--- config.mk ---
export PLATFORM = sky130hd
export DESIGN_NAME = interrupt_controller_8259_lite_top
export DESIGN_NICKNAME = d
export VERILOG_FILES = /design/src/hw/rtl/pic8_pkg.sv /design/src/hw/rtl/interrupt_controller_8259_lite_top.sv /design/src/hw/rtl/pic8_pri_enc.sv
export SDC_FILE = /design/constraint.sdc
export NUM_CORES = 1
export LEC_CHECK = 0
export ABC_AREA = 1
export BUFFER_PORTS_ARGS = -buffer_cell sky130_fd_sc_hd__buf_4
export CAP_MARGIN = 15
export CORE_MARGIN = 2
export CORE_UTILIZATION = 40
export DETAILED_ROUTE_END_ITERATION = 8
export PLACE_DENSITY_LB_ADDON = 0.12
export SLEW_MARGIN = 10
export SYNTH_ARGS = -nofsm -noshare
export SYNTH_HDL_FRONTEND = slang
export SYNTH_SLANG_ARGS = --single-unit
--- constraint.sdc ---
create_clock -name clk -period 2.05 [get_ports clk]
set_clock_uncertainty 0.2 [all_clocks]
set_input_delay 0.205 -clock clk [delete_from_list [all_inputs] [get_ports clk]]
set_output_delay 0.205 -clock clk [all_outputs]
set_load 0.02 [all_outputs]
--- src/hw/rtl/pic8_pkg.sv ---
// Package for the 8-line interrupt controller: transaction payload types,
// command and port codes, control word bit positions and init step codes.
// No dependencies.
package pic8_pkg;

	typedef struct packed {
		logic [1:0] command;
		logic       port_select;
		logic [7:0] write_data;
		logic [2:0] irq_line;
	} pic8_req_t;

	typedef struct packed {
		logic [7:0] read_data;
		logic       irq_valid;
		logic [8:0] vector;
	} pic8_rsp_t;

	// Result of a lowest-set-bit search.
	typedef struct packed {
		logic       found;
		logic [2:0] idx;
	} pic8_pri_t;

	localparam logic [1:0] CMD_WRITE  = 2'd0;
	localparam logic [1:0] CMD_READ   = 2'd1;
	localparam logic [1:0] CMD_ASSERT = 2'd2;
	localparam logic [1:0] CMD_ACK    = 2'd3;

	localparam logic PORT_CMD  = 1'b0;
	localparam logic PORT_DATA = 1'b1;

	localparam int ICW1_IC4_BIT  = 0;
	localparam int ICW1_SNGL_BIT = 1;
	localparam int ICW1_INIT_BIT = 4;
	localparam int OCW2_EOI_BIT  = 5;

	localparam logic [7:0] MASK_RESET = 8'hff;

	localparam logic [1:0] STEP_IDLE  = 2'd0;
	localparam logic [1:0] STEP_ICW2  = 2'd1;
	localparam logic [1:0] STEP_ICW34 = 2'd2;
	localparam logic [1:0] STEP_ICW4  = 2'd3;

endpackage

--- src/hw/rtl/interrupt_controller_8259_lite_top.sv ---
// Top level of the simplified 8-line interrupt controller.
// Depends on pic8_pkg and pic8_pri_enc.
// An accepted request transaction waits in the input register, and its result
// is offered from the result register. Throughput: one transaction per cycle
// while rsp_stall does not hold the result register, set by the single input
// register and result register pair around the update logic.
// Reset (arst_n low, asynchronous) empties both registers, clears request,
// service, base and init state, and sets the mask to all ones.
module interrupt_controller_8259_lite_top import pic8_pkg::*; (
	input  logic      clk,
	input  logic      arst_n,
	input  logic      req_valid,
	output logic      req_stall,
	input  pic8_req_t req,
	output logic      rsp_valid,
	input  logic      rsp_stall,
	output pic8_rsp_t rsp
);

	// Input register holding the accepted request transaction.
	logic      valid_s1;
	pic8_req_t item_s1;

	// Result register.
	logic      rsp_valid_q;
	pic8_rsp_t rsp_q;

	// Controller state.
	logic [7:0] request_q;
	logic [7:0] service_q;
	logic [7:0] mask_q;
	logic [7:0] base_q;
	logic [1:0] step_q;
	logic       want_icw3_q;
	logic       want_icw4_q;

	// Next-state values computed from the item in the input register.
	logic [7:0] request_n;
	logic [7:0] service_n;
	logic [7:0] mask_n;
	logic [7:0] base_n;
	logic [1:0] step_n;
	logic       want_icw3_n;
	logic       want_icw4_n;
	pic8_rsp_t  rsp_n;

	logic out_free;
	logic advance;

	pic8_pri_t eoi_pri;
	pic8_pri_t ack_pri;

	// The result register can take a new value when it is empty or its
	// current transaction is being taken this cycle. The item in the input
	// register moves forward, and updates the state, exactly then.
	assign out_free  = !rsp_valid_q || !rsp_stall;
	assign advance   = valid_s1 && out_free;
	assign req_stall = valid_s1 && !out_free;

	assign rsp_valid = rsp_valid_q;
	assign rsp       = rsp_q;

	// End of interrupt clears the lowest line in service.
	pic8_pri_enc u_eoi_enc (
		.bits (service_q),
		.pri  (eoi_pri)
	);

	// Acknowledge picks the lowest line that is requested, unmasked and not
	// already in service.
	pic8_pri_enc u_ack_enc (
		.bits (request_q & ~service_q & ~mask_q),
		.pri  (ack_pri)
	);

	always_comb begin
		request_n   = request_q;
		service_n   = service_q;
		mask_n      = mask_q;
		base_n      = base_q;
		step_n      = step_q;
		want_icw3_n = want_icw3_q;
		want_icw4_n = want_icw4_q;
		rsp_n       = '0;

		case (item_s1.command)
			CMD_WRITE: begin
				if (item_s1.port_select == PORT_CMD) begin
					// Initialization word one takes precedence over end of interrupt.
					// Any other command byte is ignored.
					if (item_s1.write_data[ICW1_INIT_BIT]) begin
						want_icw3_n = !item_s1.write_data[ICW1_SNGL_BIT];
						want_icw4_n = item_s1.write_data[ICW1_IC4_BIT];
						step_n      = STEP_ICW2;
					end else if (item_s1.write_data[OCW2_EOI_BIT] && eoi_pri.found) begin
						service_n[eoi_pri.idx] = 1'b0;
					end
				end else begin
					// Data port: the init sequence when active, else the mask.
					// The contents of ICW3 and ICW4 are discarded.
					case (step_q)
						STEP_IDLE: begin
							mask_n = item_s1.write_data;
						end
						STEP_ICW2: begin
							base_n = item_s1.write_data;
							step_n = (want_icw3_q || want_icw4_q) ? STEP_ICW34 : STEP_IDLE;
						end
						STEP_ICW34: begin
							step_n = (want_icw3_q && want_icw4_q) ? STEP_ICW4 : STEP_IDLE;
						end
						default: begin
							step_n = STEP_IDLE;
						end
					endcase
				end
			end
			CMD_READ: begin
				if (item_s1.port_select == PORT_DATA) begin
					rsp_n.read_data = mask_q;
				end
			end
			CMD_ASSERT: begin
				request_n[item_s1.irq_line] = 1'b1;
			end
			default: begin
				// Acknowledge; nothing pending leaves the state untouched.
				if (ack_pri.found) begin
					request_n[ack_pri.idx] = 1'b0;
					service_n[ack_pri.idx] = 1'b1;
					rsp_n.irq_valid        = 1'b1;
					rsp_n.vector           = {1'b0, base_q} + {6'b0, ack_pri.idx};
				end
			end
		endcase
	end

	// Input register control: load whenever it is empty or moving forward.
	always_ff @(posedge clk or negedge arst_n) begin
		if (!arst_n) begin
			valid_s1 <= 1'b0;
		end else if (!req_stall) begin
			valid_s1 <= req_valid;
		end
	end

	always_ff @(posedge clk) begin
		if (!req_stall && req_valid) begin
			item_s1 <= req;
		end
	end

	// Result register control.
	always_ff @(posedge clk or negedge arst_n) begin
		if (!arst_n) begin
			rsp_valid_q <= 1'b0;
		end else if (out_free) begin
			rsp_valid_q <= valid_s1;
		end
	end

	always_ff @(posedge clk) begin
		if (advance) begin
			rsp_q <= rsp_n;
		end
	end

	// Controller state commits together with the result.
	always_ff @(posedge clk or negedge arst_n) begin
		if (!arst_n) begin
			request_q   <= '0;
			service_q   <= '0;
			mask_q      <= MASK_RESET;
			base_q      <= '0;
			step_q      <= STEP_IDLE;
			want_icw3_q <= 1'b0;
			want_icw4_q <= 1'b0;
		end else if (advance) begin
			request_q   <= request_n;
			service_q   <= service_n;
			mask_q      <= mask_n;
			base_q      <= base_n;
			step_q      <= step_n;
			want_icw3_q <= want_icw3_n;
			want_icw4_q <= want_icw4_n;
		end
	end

endmodule

--- src/hw/rtl/pic8_pri_enc.sv ---
// Lowest-set-bit finder over eight interrupt lines.
// Depends on pic8_pkg for the search result type.
module pic8_pri_enc import pic8_pkg::*; (
	input  logic [7:0] bits,
	output pic8_pri_t  pri
);

	always_comb begin
		pri = '0;
		for (int i = 7; i >= 0; i--) begin
			if (bits[i]) begin
				pri.found = 1'b1;
				pri.idx   = 3'(i);
			end
		end
	end

endmodule
-- After elaboration in Yosys (flattened, before gate mapping)
Cells that the tools add are included.
- flip-flop bits (word level): 70
- output and inout bits: 20
- logic and storage cells: 111
- bits of input ports: 18
- $lt $le $gt $ge: 6
- multiplexer cells: 35
- equal/unequal tests: 8
- reduce and logical (&&, ||, !) cells: 31
- $add $sub $neg: 1
- bitwise gates (word level): 14
- operators with widths (operator ; count):
    4-bit 2-to-1 mux ; 16
    8-bit 2-to-1 mux ; 5
    8-bit AND ; 4
    8-bit inverter ; 4
    8-bit one-hot mux with 2 select lines ; 2
    8-bit OR ; 2
    4-bit AND reduction ; 4
    3-bit by 4-bit < comparator with 1-bit output, second input constant ; 3
    10-bit 2-to-1 mux ; 1
    8-bit by 3-bit adder with 9-bit output ; 1
    1-bit demux with 3-bit select ; 3
    3-bit by 1-bit greater-or-equal comparator with 1-bit output, second input constant ; 3
    1-bit logical AND ; 8
    2-bit 2-to-1 mux ; 4
    2-bit inequality test, second input constant ; 4
    2-bit one-hot mux with 3 select lines ; 1
    6-bit AND reduction ; 1
    2-bit nonzero test ; 3
    1-bit zero test ; 5
    2-bit by 1-bit equality test with 1-bit output, second input constant ; 2
    2-bit equality test, second input constant ; 2
    2-bit zero test ; 2
    1-bit inverter ; 4
    2-bit OR reduction ; 2
    other kinds (6) ; 9

-- Logic depth before layout (Yosys ltp)
- depth after elaboration: 19
- depth in mapped cells: 17
- gate-level depth less buffers: 17

-- Cells and area by module
From an unflattened synthesis, not the netlist that was laid out.
- cell total of the unflattened synthesis: 459
- area total of the unflattened synthesis: 3734.8 um^2
- modules (own cells, without submodules) (module ; instances ; cells each ; area an instance (um^2) ; seq. area each (um^2)):
    interrupt_controller_8259_lite_top ; 1 ; 415 ; 3537.1 ; 1921.8
    pic8_pri_enc ; 2 ; 22 ; 98.8 ; 0.0

-- Least setup slack after synthesis
OpenSTA, ideal clock, no wires.
- kind: register to register
- start point: reg mask_q[6]
- end point: reg rsp_q, in the netlist rsp[6], data pin
- setup time: 255 ps
- required time: 1595 ps
- period minus slack after synthesis: 2268 ps
- stages on the path, launching flop included: 16
- data arrival time: 1814 ps
- path buffers: 0
- slack: -218 ps
- cell sequence: dfstp_2 > inv_1 > nand3_2 > inv_2 > o21ai_1 > nand2_1 > nand2_1 > nand2_2 > a21boi_4 > ha_1 > ha_1 > inv_1 > nand2_2 > nand4_1 > a21oi_1 > nor2_1
- word-level cells in the longest chain between the ends: 11
- elaborated cells on any way between the ends: 12
- classes of those cells: add/sub (1); mux (7); bitwise (3); reduce/logical (1)
- RTL lines (element ; RTL line ; source):
    start, declared ; interrupt_controller_8259_lite_top.sv:31 ; logic [7:0] mask_q;
    start signal, assigned ; interrupt_controller_8259_lite_top.sv:181 ; mask_q <= mask_n;
    8-bit inverter * ; interrupt_controller_8259_lite_top.sv:72 ; .bits (request_q & ~service_q & ~mask_q),
    8-bit AND * ; interrupt_controller_8259_lite_top.sv:72 ;
    4-bit 2-to-1 mux * (7 in a row) ; pic8_pri_enc.sv:11 ; if (bits[i]) begin
    branches (longest 2 deep; another with 8-bit by 3-bit adder with 9-bit output) ; -- ;
    end signal, assigned ; interrupt_controller_8259_lite_top.sv:164 ; rsp_q <= rsp_n;
    end, declared ; interrupt_controller_8259_lite_top.sv:26 ; pic8_rsp_t rsp_q;
Mark *: on every way between the ends.
A chain may end at the register's enable or synchronous reset.

-- Worst setup path in the final report
- start point: reg mask_q[6]
- end point: reg rsp_q, in the netlist rsp[2], data pin
Same word-level chain as after synthesis.

==> flow_summary.ini <==
[sta]
hold_violations = 0
whs_ns = 0.174
maxSlewHeadroom_pct = 66.5
worst_slack_ns = -0.261
tns_ns = -1.33
fin_crit_ns = 2.31
finalSetupViolCount = 7
slew_violations = 0
grt_setup_unrepaired = true
fmax_mhz = 433
worst_pin_slew_ns = 0.503
fin_crit_sh_pct = 113

[setup_path]
crit_fanout = 4
critPathLaunch = mask_q[6]
critPathRequiredTime_ns = 1.94
timing.rr.start = mask_q[6]
critPathKind = register to register
cp-start-kind = register
endpoint_kind = register
worstPathArrival_ns = 2.20

[finish]
area_delta_synth_final_pct = 40.4
drive_gt1_share_pct = 42.1
antenna_cells = 0
final_cell_area_um2 = 4910
nets = 510

[yosys]
ys_ff_latch = 70
synth_flop_cell = edfxtp_1
async_flop_share_pct = 54.3
ys_seq_area_share_pct = 55.0
synth_edf_count = 32
synth_cells = 356
synth_area_per_cell_um2 = 9.82
syn-num-nets = 384
synth_area_um2 = 3500
ys.warnings.count = 0
synth_cell_types = 35

[detailed_routing]
drcViolationCount = 0
postRouteWirelength_um = 8440
wire_per_inst_um = 14.2
vias = 2865
via_per_inst = 4.82
antenna_left = 0
first_pass_iters = 4
dr.first_iter.drc_count = 178

[power_and_ir_drop]
power_switching_mw = 2.63
p_clk_share_pct = 15.1
p_seq_share_pct = 33.0
swShare_pct = 39.4
power_mw = 6.68
p_int_mw = 4.05
comb_power_share_pct = 51.9
vdd_drop_max_mv = 0.561
leakage_nw = 2.25
power_density_nw_per_um2 = 1360

[die]
die_h_um = 97.5
placementRows = 34
die_area_um2 = 9500
core_area_um2 = 8590
start_util_pct = 40.7
ioPinCount = 38
die_w_um = 97.5

[outcome]
status = complete, but fails checks
violations = setup timing

[global_route]
busiest_layer = met2
antenna_found_initial = 0
grtUsageTotal_pct = 19.0
grt_max_degree = 39
gr-usage-met3_pct = 3.02
overflow = 0
grt_pass1_wl_um = 14100
met1_usage_pct = 25.1
met2_usage_pct = 31.7
grt_pass1_vias = 2911

[clock_tree]
h-tree-depth = 3
ctsRootBufferMaster = clkbuf_8
cts_buffers = 9
path_clk_slew_ns = 0.07
tritoncts = built
clock_path_buffers = 2
clk_latency_ns = 0.34
clock-sinks = 70

[place]
placed_cell_area_um2 = 4370
place_congestion = 0.880
io_buffer_count = 37
hpwl_um = 6160
dp_slack_ns = -0.268

[flow_run]
cap_violations = 0

[min_path]
min-delay-path-class = input port to async pin
## stage by stage
stage	cells	utilization [%]
2_1_floorplan	356	-
3_3_place_gp	554	50.8
3_5_place_dp	554	50.8
4_1_cts	593	56.3
5_1_grt	595	57.1
6_report	595	57.1
## layout make-up
class | instances | area, um^2
Sequential cell | 70 | 1920
Clock inverter | 4 | 21.3
Timing Repair Buffer | 117 | 940
Multi-Input combinational cell | 224 | 1500
Inverter | 60 | 240
Clock buffer | 12 | 155
Tap cell | 108 | 135
Fill cell | 789 | 3680
## path summary, 6_finish.rpt
kind,endpoint,slack (ns),cells past startpoint
setup / recovery,rsp[2],-0.26,17
hold / removal,valid_s1,0.17,2
hold reg to reg,want_icw3_q,0.32,1
max in group asynchronous,mask_q[1],1.10,2
setup reg to reg,rsp[2],-0.26,17
min in group clk,want_icw3_q,0.32,1
## power groups by stage
stage               Combinational [mW]  Clock [mW]  Sequential [mW]
global placement                  2.96           0             2.21
finish                            3.47        1.01             2.20
floorplan                         1.62           0             2.26
CTS                               3.35        1.03             2.20
detailed placement                2.96           0             2.21
global route                      3.82        1.10             2.25
## cell usage in the layout (no fill, tap or decap), types with 7 or more instances in the layout
cell type	instances
clkbuf_8	11
buf_4	95
dfstp_2	8
dlygate4sd3_1	17
nand3_1	14
nand2_4	8
nand2_1	59
a21oi_1	7
o21ai_0	23
nand2_2	11
dfrtp_1	30
nor2_1	30
inv_2	19
inv_1	36
edfxtp_1	32
## sequential cells by signal, summed over array words and instances (netlist names)
name and count:
base_q 8, item_s1 14, want_icw4_q 1, valid_s1 1
mask_q 8, rsp_valid 1, want_icw3_q 1, step_q 2
service_q 8, rsp 18, request_q 8
## synthesized netlist by cell type, types with 7 or more instances
library cell	n	share of area, %
nand2_1	64	6.9
inv_1	46	4.9
nor2_1	33	3.5
edfxtp_1	32	27
dfrtp_1	30	21
o21ai_0	25	3.6
nand3_1	15	2.1
a21oi_1	11	1.6
inv_2	11	1.2
ha_1	10	3.6
nand2_2	9	1.6
dfstp_2	8	6.0
nand3_2	7	2.0
## kinds of logic after synthesis
| kind of cell | after synthesis | share of synthesized area (%) |
|---|---|---|
| simple gates | 161 | 25.3 |
| flops | 70 | 55.0 |
| mux | 3 | 0.966 |
| fa+ha+maj | 10 | 3.58 |
| compound gates | 50 | 8.12 |
| buf+inv | 62 | 7.02 |
## critical path: stages, from the launching register on
cell	delay [ns]
dfstp_2	0.53
inv_2	0.04
nand3_4	0.05
buf_4	0.12
nand2_4	0.07
nand2_4	0.08
nand2_4	0.06
nand2_2	0.07
nand2_2	0.05
nand2_1	0.07
inv_2	0.05
ha_4	0.15
inv_2	0.05
nand2_4	0.05
buf_4	0.13
buf_6	0.11
o21ai_4	0.13
a21oi_2	0.04
## repair_timing
action / 4_1_cts / 5_1_grt
endpoints found under the setup margin: 19 / 24
hold endpoints to repair: 54 / 0
resized for setup: 29 / 14
hold buffers: 17 / 0
setup buffers: 6 / 2
pin swaps: 20 / 15
## routing by layer
layer / vias up / routed length [um]
met5: - / 0
li1: 1430 / -
met3: 16 / 305
met2: 77 / 4060
met4: 0 / 142
met1: 1342 / 3930
Note: power is estimated with default switching activity, not from simulation.
